===== src/pfts_pkg.sv =====
// shared types, codes and constants of the ready-queue scheduler
`timescale 1ns / 1ps

package pfts_pkg;

    localparam int TASK_W        = 5;
    localparam int PRIO_W        = 3;
    localparam int REQ_W         = 2;
    localparam int DEF_NUM_TASKS = 16;
    localparam int DEF_NUM_PRIOS = 8;

    localparam logic [REQ_W-1:0] REQ_INSERT   = 2'd0;
    localparam logic [REQ_W-1:0] REQ_YIELD    = 2'd1;
    localparam logic [REQ_W-1:0] REQ_SCHEDULE = 2'd2;

    typedef struct packed {
        logic [REQ_W-1:0]  req_type;
        logic [TASK_W-1:0] task_id;
        logic [PRIO_W-1:0] priority_req;
    } req_t;

    typedef struct packed {
        logic [TASK_W-1:0] run_id;
        logic              switched;
        logic              status;
    } rsp_t;

    typedef enum logic [1:0] {
        CH_HOLD,
        CH_INSERT,
        CH_POP
    } chain_op_t;

    typedef enum logic {
        ST_IDLE,
        ST_POP
    } state_t;

endpackage


===== src/priority_fifo_task_scheduler_top.sv =====
// top level of the fixed-priority fifo ready-queue scheduler
//
// requests enter on the s_ channel (s_valid, s_ready, s_data) and one result
// per request leaves on the m_ channel (m_valid, m_ready, m_data)
// insert makes a task ready at a level, yield dispatches the head of the
// highest non-empty level, schedule requeues the running task then dispatches
// ready tasks live in a chain of cells kept sorted by level, oldest first
// within a level; a dispatch shifts the whole chain one cell toward the head
// insert, yield and the unused code take a single pass in the chain, schedule
// takes an insert pass, then a shift pass; the result goes through the result
// buffer and then the output register to m_valid; one request is taken per
// cycle while m_ready stays high, but s_ready is low during the shift pass
// a result buffer sits ahead of the output register, so a request is taken
// while a finished result waits; when m_ready stays low both slots fill and
// s_ready drops until the receiver takes a transfer
// reset (aresetn low, synchronous) empties every level, clears all queued
// marks and sets the running task to idle
`timescale 1ns / 1ps

module priority_fifo_task_scheduler_top
    import pfts_pkg::*;
#(
    parameter int NUM_TASKS = DEF_NUM_TASKS,
    parameter int NUM_PRIOS = DEF_NUM_PRIOS
) (
    input  logic aclk,
    input  logic aresetn,
    input  logic s_valid,
    output logic s_ready,
    input  req_t s_data,
    output logic m_valid,
    input  logic m_ready,
    output rsp_t m_data
);

    localparam int IW = $clog2(NUM_TASKS + 1);
    localparam int XW = $clog2(NUM_TASKS);
    localparam int PW = $clog2(NUM_PRIOS);
    localparam logic [IW-1:0] IDLE_ID = IW'(NUM_TASKS);
    localparam logic [PW-1:0] LOW_PRIO = PW'(NUM_PRIOS - 1);

    state_t               state_reg, state_next;
    logic [IW-1:0]        running_reg, running_next;
    logic [PW-1:0]        run_prio_reg, run_prio_next;
    logic [NUM_TASKS-1:0] queued_reg, queued_next;
    logic                 status_reg, status_next;
    logic                 pend_valid_reg, pend_valid_next;
    rsp_t                 pend_reg, pend_next;
    logic                 m_valid_reg, m_valid_next;
    rsp_t                 m_data_reg, m_data_next;

    chain_op_t            ch_op;
    logic [IW-1:0]        ch_id;
    logic [PW-1:0]        ch_prio;
    logic                 head_valid;
    logic [IW-1:0]        head_id;
    logic [PW-1:0]        head_prio;
    logic [NUM_TASKS-1:0] cell_valid;

    logic                 s_fire, m_load, res_write, set_q, clr_q, status_cur;
    logic                 tid_ok, run_ok;
    logic [XW-1:0]        tid_idx, run_idx, set_idx, head_idx;
    logic [PW-1:0]        req_prio;

    assign s_fire   = s_valid && s_ready;
    assign m_load   = pend_valid_reg && (!m_valid_reg || m_ready);
    assign s_ready  = (state_reg == ST_IDLE) && (!pend_valid_reg || m_load);

    assign tid_ok   = 32'(s_data.task_id) < NUM_TASKS;
    assign run_ok   = 32'(running_reg) < NUM_TASKS;
    assign tid_idx  = XW'(s_data.task_id);
    assign run_idx  = running_reg[XW-1:0];
    assign head_idx = head_id[XW-1:0];
    assign req_prio = (32'(s_data.priority_req) >= NUM_PRIOS) ? LOW_PRIO
                                                              : PW'(s_data.priority_req);

    pfts_chain #(
        .NUM_TASKS(NUM_TASKS),
        .IW       (IW),
        .PW       (PW)
    ) u_chain (
        .aclk      (aclk),
        .aresetn   (aresetn),
        .op        (ch_op),
        .ins_id    (ch_id),
        .ins_prio  (ch_prio),
        .head_valid(head_valid),
        .head_id   (head_id),
        .head_prio (head_prio),
        .valid_vec (cell_valid)
    );

    // next state
    always_comb begin
        state_next = state_reg;
        unique case (state_reg)
            ST_IDLE: begin
                if (s_fire && (s_data.req_type == REQ_SCHEDULE)) begin
                    state_next = ST_POP;
                end
            end
            ST_POP: begin
                state_next = ST_IDLE;
            end
            default: begin
                state_next = ST_IDLE;
            end
        endcase
    end

    // outputs of each state
    always_comb begin
        ch_op         = CH_HOLD;
        ch_id         = IW'(s_data.task_id);
        ch_prio       = req_prio;
        set_q         = 1'b0;
        set_idx       = tid_idx;
        clr_q         = 1'b0;
        res_write     = 1'b0;
        status_cur    = 1'b0;
        status_next   = status_reg;
        running_next  = running_reg;
        run_prio_next = run_prio_reg;
        unique case (state_reg)
            ST_IDLE: begin
                if (s_fire) begin
                    unique case (s_data.req_type)
                        REQ_INSERT: begin
                            res_write = 1'b1;
                            if (tid_ok) begin
                                if (queued_reg[tid_idx]) begin
                                    status_cur = 1'b1;
                                end else begin
                                    ch_op = CH_INSERT;
                                    set_q = 1'b1;
                                end
                            end
                        end
                        REQ_YIELD: begin
                            res_write     = 1'b1;
                            ch_op         = CH_POP;
                            clr_q         = head_valid;
                            running_next  = head_valid ? head_id : IDLE_ID;
                            run_prio_next = head_prio;
                        end
                        REQ_SCHEDULE: begin
                            status_next = 1'b0;
                            if (run_ok) begin
                                if (queued_reg[run_idx]) begin
                                    status_next = 1'b1;
                                end else begin
                                    ch_op   = CH_INSERT;
                                    ch_id   = running_reg;
                                    ch_prio = run_prio_reg;
                                    set_q   = 1'b1;
                                    set_idx = run_idx;
                                end
                            end
                        end
                        default: begin
                            res_write = 1'b1;
                        end
                    endcase
                end
            end
            ST_POP: begin
                res_write     = 1'b1;
                status_cur    = status_reg;
                ch_op         = CH_POP;
                clr_q         = head_valid;
                running_next  = head_valid ? head_id : IDLE_ID;
                run_prio_next = head_prio;
            end
            default: begin
            end
        endcase
    end

    always_comb begin
        queued_next = queued_reg;
        if (set_q) begin
            queued_next[set_idx] = 1'b1;
        end
        if (clr_q) begin
            queued_next[head_idx] = 1'b0;
        end
    end

    // result buffer and output register
    always_comb begin
        pend_valid_next = pend_valid_reg && !m_load;
        pend_next       = pend_reg;
        if (res_write) begin
            pend_valid_next    = 1'b1;
            pend_next.run_id   = TASK_W'(running_next);
            pend_next.switched = running_next != running_reg;
            pend_next.status   = status_cur;
        end
        m_valid_next = m_valid_reg && !m_ready;
        m_data_next  = m_data_reg;
        if (m_load) begin
            m_valid_next = 1'b1;
            m_data_next  = pend_reg;
        end
    end

    always_ff @(posedge aclk) begin
        if (!aresetn) begin
            state_reg      <= ST_IDLE;
            running_reg    <= IDLE_ID;
            queued_reg     <= '0;
            pend_valid_reg <= 1'b0;
            m_valid_reg    <= 1'b0;
        end else begin
            state_reg      <= state_next;
            running_reg    <= running_next;
            queued_reg     <= queued_next;
            pend_valid_reg <= pend_valid_next;
            m_valid_reg    <= m_valid_next;
        end
        run_prio_reg <= run_prio_next;
        status_reg   <= status_next;
        pend_reg     <= pend_next;
        m_data_reg   <= m_data_next;
    end

    assign m_valid = m_valid_reg;
    assign m_data  = m_data_reg;

    // queued marks track the chain occupancy
    assert property (@(posedge aclk) disable iff (!aresetn)
        $countones(queued_reg) == $countones(cell_valid))
        else $error("queued marks disagree with chain occupancy");

    // a waiting result in the buffer holds until it moves to the output
    assert property (@(posedge aclk) disable iff (!aresetn)
        (pend_valid_reg && !m_load) |=> (pend_valid_reg && $stable(pend_reg)))
        else $error("buffered result lost or changed");

    // schedule always takes its second pass
    assert property (@(posedge aclk) disable iff (!aresetn)
        (s_fire && (s_data.req_type == REQ_SCHEDULE)) |=> (state_reg == ST_POP))
        else $error("schedule did not enter dispatch pass");

    // chain head is never a task marked as not queued
    assert property (@(posedge aclk) disable iff (!aresetn)
        head_valid |-> queued_reg[head_idx])
        else $error("chain head not marked queued");

endmodule


===== src/pfts_cell.sv =====
// one slot of the sorted ready chain: holds a task id and its priority
`timescale 1ns / 1ps

module pfts_cell
    import pfts_pkg::*;
#(
    parameter int IW = 5,
    parameter int PW = 3
) (
    input  logic          aclk,
    input  logic          aresetn,
    input  chain_op_t     op,
    input  logic [IW-1:0] ins_id,
    input  logic [PW-1:0] ins_prio,
    input  logic          left_open,
    input  logic          left_valid,
    input  logic [IW-1:0] left_id,
    input  logic [PW-1:0] left_prio,
    input  logic          right_valid,
    input  logic [IW-1:0] right_id,
    input  logic [PW-1:0] right_prio,
    output logic          open_o,
    output logic          valid_o,
    output logic [IW-1:0] id_o,
    output logic [PW-1:0] prio_o
);

    logic          valid_reg, valid_next;
    logic [IW-1:0] id_reg, id_next;
    logic [PW-1:0] prio_reg, prio_next;

    // new entry goes ahead of this cell: empty or strictly lower level
    assign open_o = !valid_reg || (prio_reg > ins_prio);

    always_comb begin
        valid_next = valid_reg;
        id_next    = id_reg;
        prio_next  = prio_reg;
        unique case (op)
            CH_INSERT: begin
                if (open_o) begin
                    if (left_open) begin
                        valid_next = left_valid;
                        id_next    = left_id;
                        prio_next  = left_prio;
                    end else begin
                        valid_next = 1'b1;
                        id_next    = ins_id;
                        prio_next  = ins_prio;
                    end
                end
            end
            CH_POP: begin
                valid_next = right_valid;
                id_next    = right_id;
                prio_next  = right_prio;
            end
            default: begin
            end
        endcase
    end

    always_ff @(posedge aclk) begin
        if (!aresetn) begin
            valid_reg <= 1'b0;
        end else begin
            valid_reg <= valid_next;
        end
        id_reg   <= id_next;
        prio_reg <= prio_next;
    end

    assign valid_o = valid_reg;
    assign id_o    = id_reg;
    assign prio_o  = prio_reg;

endmodule


===== src/pfts_chain.sv =====
// row of cells kept sorted by priority, fifo order within a level
`timescale 1ns / 1ps

module pfts_chain
    import pfts_pkg::*;
#(
    parameter int NUM_TASKS = DEF_NUM_TASKS,
    parameter int IW        = 5,
    parameter int PW        = 3
) (
    input  logic                 aclk,
    input  logic                 aresetn,
    input  chain_op_t            op,
    input  logic [IW-1:0]        ins_id,
    input  logic [PW-1:0]        ins_prio,
    output logic                 head_valid,
    output logic [IW-1:0]        head_id,
    output logic [PW-1:0]        head_prio,
    output logic [NUM_TASKS-1:0] valid_vec
);

    logic [NUM_TASKS-1:0] open_vec;
    logic [IW-1:0]        id_arr   [NUM_TASKS];
    logic [PW-1:0]        prio_arr [NUM_TASKS];

    for (genvar i = 0; i < NUM_TASKS; i++) begin : g_cell
        logic          l_open, l_valid, r_valid;
        logic [IW-1:0] l_id, r_id;
        logic [PW-1:0] l_prio, r_prio;

        if (i == 0) begin : g_first
            assign l_open  = 1'b0;
            assign l_valid = 1'b0;
            assign l_id    = ins_id;
            assign l_prio  = ins_prio;
        end else begin : g_mid
            assign l_open  = open_vec[i-1];
            assign l_valid = valid_vec[i-1];
            assign l_id    = id_arr[i-1];
            assign l_prio  = prio_arr[i-1];
        end

        if (i == NUM_TASKS - 1) begin : g_last
            assign r_valid = 1'b0;
            assign r_id    = '0;
            assign r_prio  = '0;
        end else begin : g_inner
            assign r_valid = valid_vec[i+1];
            assign r_id    = id_arr[i+1];
            assign r_prio  = prio_arr[i+1];
        end

        pfts_cell #(
            .IW(IW),
            .PW(PW)
        ) u_cell (
            .aclk       (aclk),
            .aresetn    (aresetn),
            .op         (op),
            .ins_id     (ins_id),
            .ins_prio   (ins_prio),
            .left_open  (l_open),
            .left_valid (l_valid),
            .left_id    (l_id),
            .left_prio  (l_prio),
            .right_valid(r_valid),
            .right_id   (r_id),
            .right_prio (r_prio),
            .open_o     (open_vec[i]),
            .valid_o    (valid_vec[i]),
            .id_o       (id_arr[i]),
            .prio_o     (prio_arr[i])
        );
    end

    assign head_valid = valid_vec[0];
    assign head_id    = id_arr[0];
    assign head_prio  = prio_arr[0];

endmodule

===== config.mk =====
export PLATFORM = sky130hd
export DESIGN_NAME = priority_fifo_task_scheduler_top
export DESIGN_NICKNAME = d
export VERILOG_FILES = /design/src/pfts_pkg.sv /design/src/priority_fifo_task_scheduler_top.sv /design/src/pfts_cell.sv /design/src/pfts_chain.sv
export SDC_FILE = /design/constraint.sdc
export NUM_CORES = 1
export LEC_CHECK = 0
export ABC_AREA = 1
export BUFFER_PORTS_ARGS = -buffer_cell sky130_fd_sc_hd__clkbuf_2
export CAP_MARGIN = 20
export CORE_UTILIZATION = 50
export CTS_CLUSTER_DIAMETER = 60
export DETAILED_ROUTE_END_ITERATION = 8
export HOLD_SLACK_MARGIN = 0.03
export MAX_ROUTING_LAYER = met4
export PLACE_DENSITY = 0.66
export SYNTH_ARGS = -nofsm -noshare
export SYNTH_HDL_FRONTEND = slang
export SYNTH_SLANG_ARGS = --single-unit

===== constraint.sdc =====
create_clock -name aclk -period 12.9 [get_ports aclk]
set_clock_uncertainty 0.15 [all_clocks]
set_input_delay 2.58 -clock aclk [delete_from_list [all_inputs] [get_ports aclk]]
set_output_delay 2.58 -clock aclk [all_outputs]
set_load 0.05 [all_outputs]

==> out/qor.csv <==
stage;metric;value;unit
run_status;status;finished clean;
floorplanning;row cnt;53;
clocking;CTS clk-pin slew, worst paths;0.07;ns
timing;final setup fails;0;
clocking;Post-CTS Setup Repair Bufs;0;
worst_hold_path;worst min path class;register to register;
cells_and_area;most common cell after layout, fill and taps aside;nand2_1;
timing;fmax;168;MHz
critical_path;crit path DAT;3.22;ns
synth;Yosys cell types;41;
critical_path;Worst path slowest cell;clkbuf_2;
timing;Slew @ Worst Pin;1.06;ns
critical_path;CP cell instances;clkbuf_2 > inv_1 > nand3_1 > nand2_1 > inv_1 > clkbuf_2;
clocking;CTS max path bufs;2;
cells_and_area;Ant. Diodes;0;
clocking;TritonCTS clock tree;yes;
critical_path;Reg-to-Reg Start;running_reg[0];
synth;Post-synth EDFFs;146;
clocking;htree depth;4;
critical_path;max incr delay on CP;0.23;ns
global_routing;number of global-route vias before repair;8687;
synth;commonest register cell after synthesis;edfxtp_1;
clocking;Root Buffer;clkbuf_16;
global_routing;first-pass GRT wire length;45900;um
placement;Placer Congestion;0.919;
run;Max Cap Viol;0;
floorplanning;I/O pin count;23;
cells_and_area;most frequent cells in the layout;nand2_1 (365), inv_1 (150), edfxtp_1 (146);
global_routing;Tot GR Track Use;27.4;%
pwr;Worst VDD drop;0.0811;mV
critical_path;Crit Reg-Reg Endpoint;u_chain.g_cell[1].u_cell.prio_o[0];
critical_path;R2R depth;18;
route;post-DR vias/cell;5.64;
clocking;Clk Latency, worst-skew pair;0.44;ns
floorplanning;Die Ht;150;um
cells_and_area;Nets;1423;
synth;Post-Syn Instances;1391;
cells_and_area;Fill cells;1981;
critical_path;CP bufs+invs;4;
timing;minimum clock period;5.95;ns
route;DRT Pass-1 Iters;5;
timing;Slew headroom;29.5;%
global_routing;Remaining Overflow, GRT;0;
global_routing;largest net degree at the start of global routing;115;
synth;Synth Warn #;0;
clocking;post-cts resize count;0;
synth;synthesized area;11000;um^2
critical_path;Worst R2R Setup Slack;8.96;ns
route;DR WL/cell;17.3;um
placement;Final HPWL DP;19800;um
critical_path;Worst setup EP type;primary output;
pwr;total power;0.00149;W
pwr;Power Density;126;nW/um^2
floorplanning;total core area;21300;um^2
timing;Hold Vio Cnt, Final;0;
critical_path;crit-path max FO;3;
floorplanning;die area;22600;um^2
synth;sequential share of the synthesized area;47.2;%
route;Antenna Violating Nets Remaining;0;
global_routing;initial antenna violation count;0;
floorplanning;Starting Density;51.6;%
critical_path;Critical path origin;m_ready;
floorplanning;DIE WIDTH;150;um
route;DRC viols;0;
timing;Fin Setup TNS;0;ns
critical_path;kind of cell with the highest combined delay on the critical path;buffers and inverters;
synth;async set-reset flop share out of synthesis;0;%
clocking;# hold bufs at CTS;0;
timing;RSZ-0062 raised after global routing;false;
critical_path;Critical Path Source Type;primary input;
route;Vias;9398;
synth;post-synth net total;1437;
route;Routed WL;28800;um
cells_and_area;Largest register FFs;80;
clocking;clock sinks;186;
critical_path;CP endpoint;s_ready;
pwr;P_leak;5.00;nW
clocking;Num CTS Buffers;17;
critical_path;kind of critical path;primary input to primary output;
timing;period utilisation layout;46.1;%
route;DRT iter0 DRCs;863;
placement;PortBufs;22;
critical_path;Worst path depth;6;
cells_and_area;Synth-to-Final Area Change;7.14;%
synth;Post-Syn Area per Cell;7.89;um^2
timing;Slew Limit Fails;0;
critical_path;Critical Path RT;10.17;ns
cells_and_area;layout cells sized above 1;9.71;%
synth;#FFs+latches synth;186;
==> cells in the mapped netlist (2+ instances only) <==
master      n  share of area [%]
o21ai_2     3               0.24
edfxtp_1  146                 40
nand3_1    81                3.7
inv_2      16               0.55
o21ai_1    24                1.1
nor2_1    133                4.5
inv_1     151                5.2
o211ai_1    2               0.14
buf_6      12                1.2
nand2_4     9               0.92
o22ai_1     4               0.23
clkbuf_1   29               0.99
nand2_1   365                 12
buf_4       3               0.21
a21oi_1   121                5.5
o21ai_0    74                3.4
nor3_2      2               0.18
or2_2       2               0.11
buf_1       8               0.27
dfxtp_1    40                7.3
o21ai_4     2               0.30
a31oi_1    35                2.0
nor2_4      2               0.21
nand4_1    30                1.7
nand2_2    24                1.4
ha_1       32                3.6
buf_2      10               0.46
nor3_1     12               0.55
inv_4       2               0.11
nand3_2     6               0.55
==> through the flow <==
step                setup WS [ns]  util, %  hold slack (ns)  instance area, um^2  std cells
finish                       6.95     55.3            0.270                11800       1665
floorplan                    6.79        -            0.250                11000       1391
CTS                          6.94     55.3            0.272                11800       1665
global route                 6.85     55.3            0.296                11800       1665
detailed placement           6.94     52.5            0.255                11200       1633
global placement             6.95     52.4            0.251                11100       1632
==> power breakdown <==
part | switching [W] | internal (W) | total, W | leakage [nW]
registers | 0.0000288 | 0.000698 | 0.000727 | 1.68
logic | 0.000158 | 0.0000726 | 0.000231 | 3.04
clock network | 0.000263 | 0.000265 | 0.000527 | 0.287
total | 0.000449 | 0.00104 | 0.00149 | 5.00
==> worst min path at each step <==
stage / depth (start not counted) / start / end
6_report: 0 / pend_reg[4] / m_data[4]
5_1_grt: 0 / pend_reg[5] / m_data[5]
4_1_cts: 0 / pend_reg[4] / m_data[4]
3_5_place_dp: 0 / pend_reg[1] / m_data[1]
3_3_place_gp: 0 / pend_reg[2] / m_data[2]
2_1_floorplan: 0 / pend_reg[0] / m_data[0]
==> layer usage <==
| layer | GRT usage [%] | part of all wire [%] | vias to the layer above |
|---|---|---|---|
| li1 | - | - | 4627 |
| met1 | 36.4 | 44 | 4395 |
| met2 | 41.6 | 46 | 331 |
| met3 | 4.55 | 6.6 | 45 |
| met4 | 11.1 | 2.6 | 0 |
| met5 | - | 0 | - |
==> cell families (layout without fill, tap and decap cells) <==
logic type	Yosys count	after routing	share of synthesized area, %
mux	1	1	0.0912
buf+inv	231	230	8.98
fa+ha+maj	32	32	3.65
simple gates	670	670	26.7
compound gates	270	270	13.3
flops	186	186	47.2
xor+xnor	1	1	0.0798
==> layout make-up <==
| cell class | instances | area (um^2) | share of cell area, % |
|---|---|---|---|
| well taps | 275 | 344 | 2.92 |
| clock inverters | 14 | 149 | 1.27 |
| multi-input cells | 974 | 4820 | 41.0 |
| clock buffers | 18 | 439 | 3.73 |
| repair buffers | 29 | 183 | 1.55 |
| flip-flops and latches | 186 | 5180 | 44.1 |
| inverters | 169 | 641 | 5.45 |
Power figures use the tool's default switching activity.
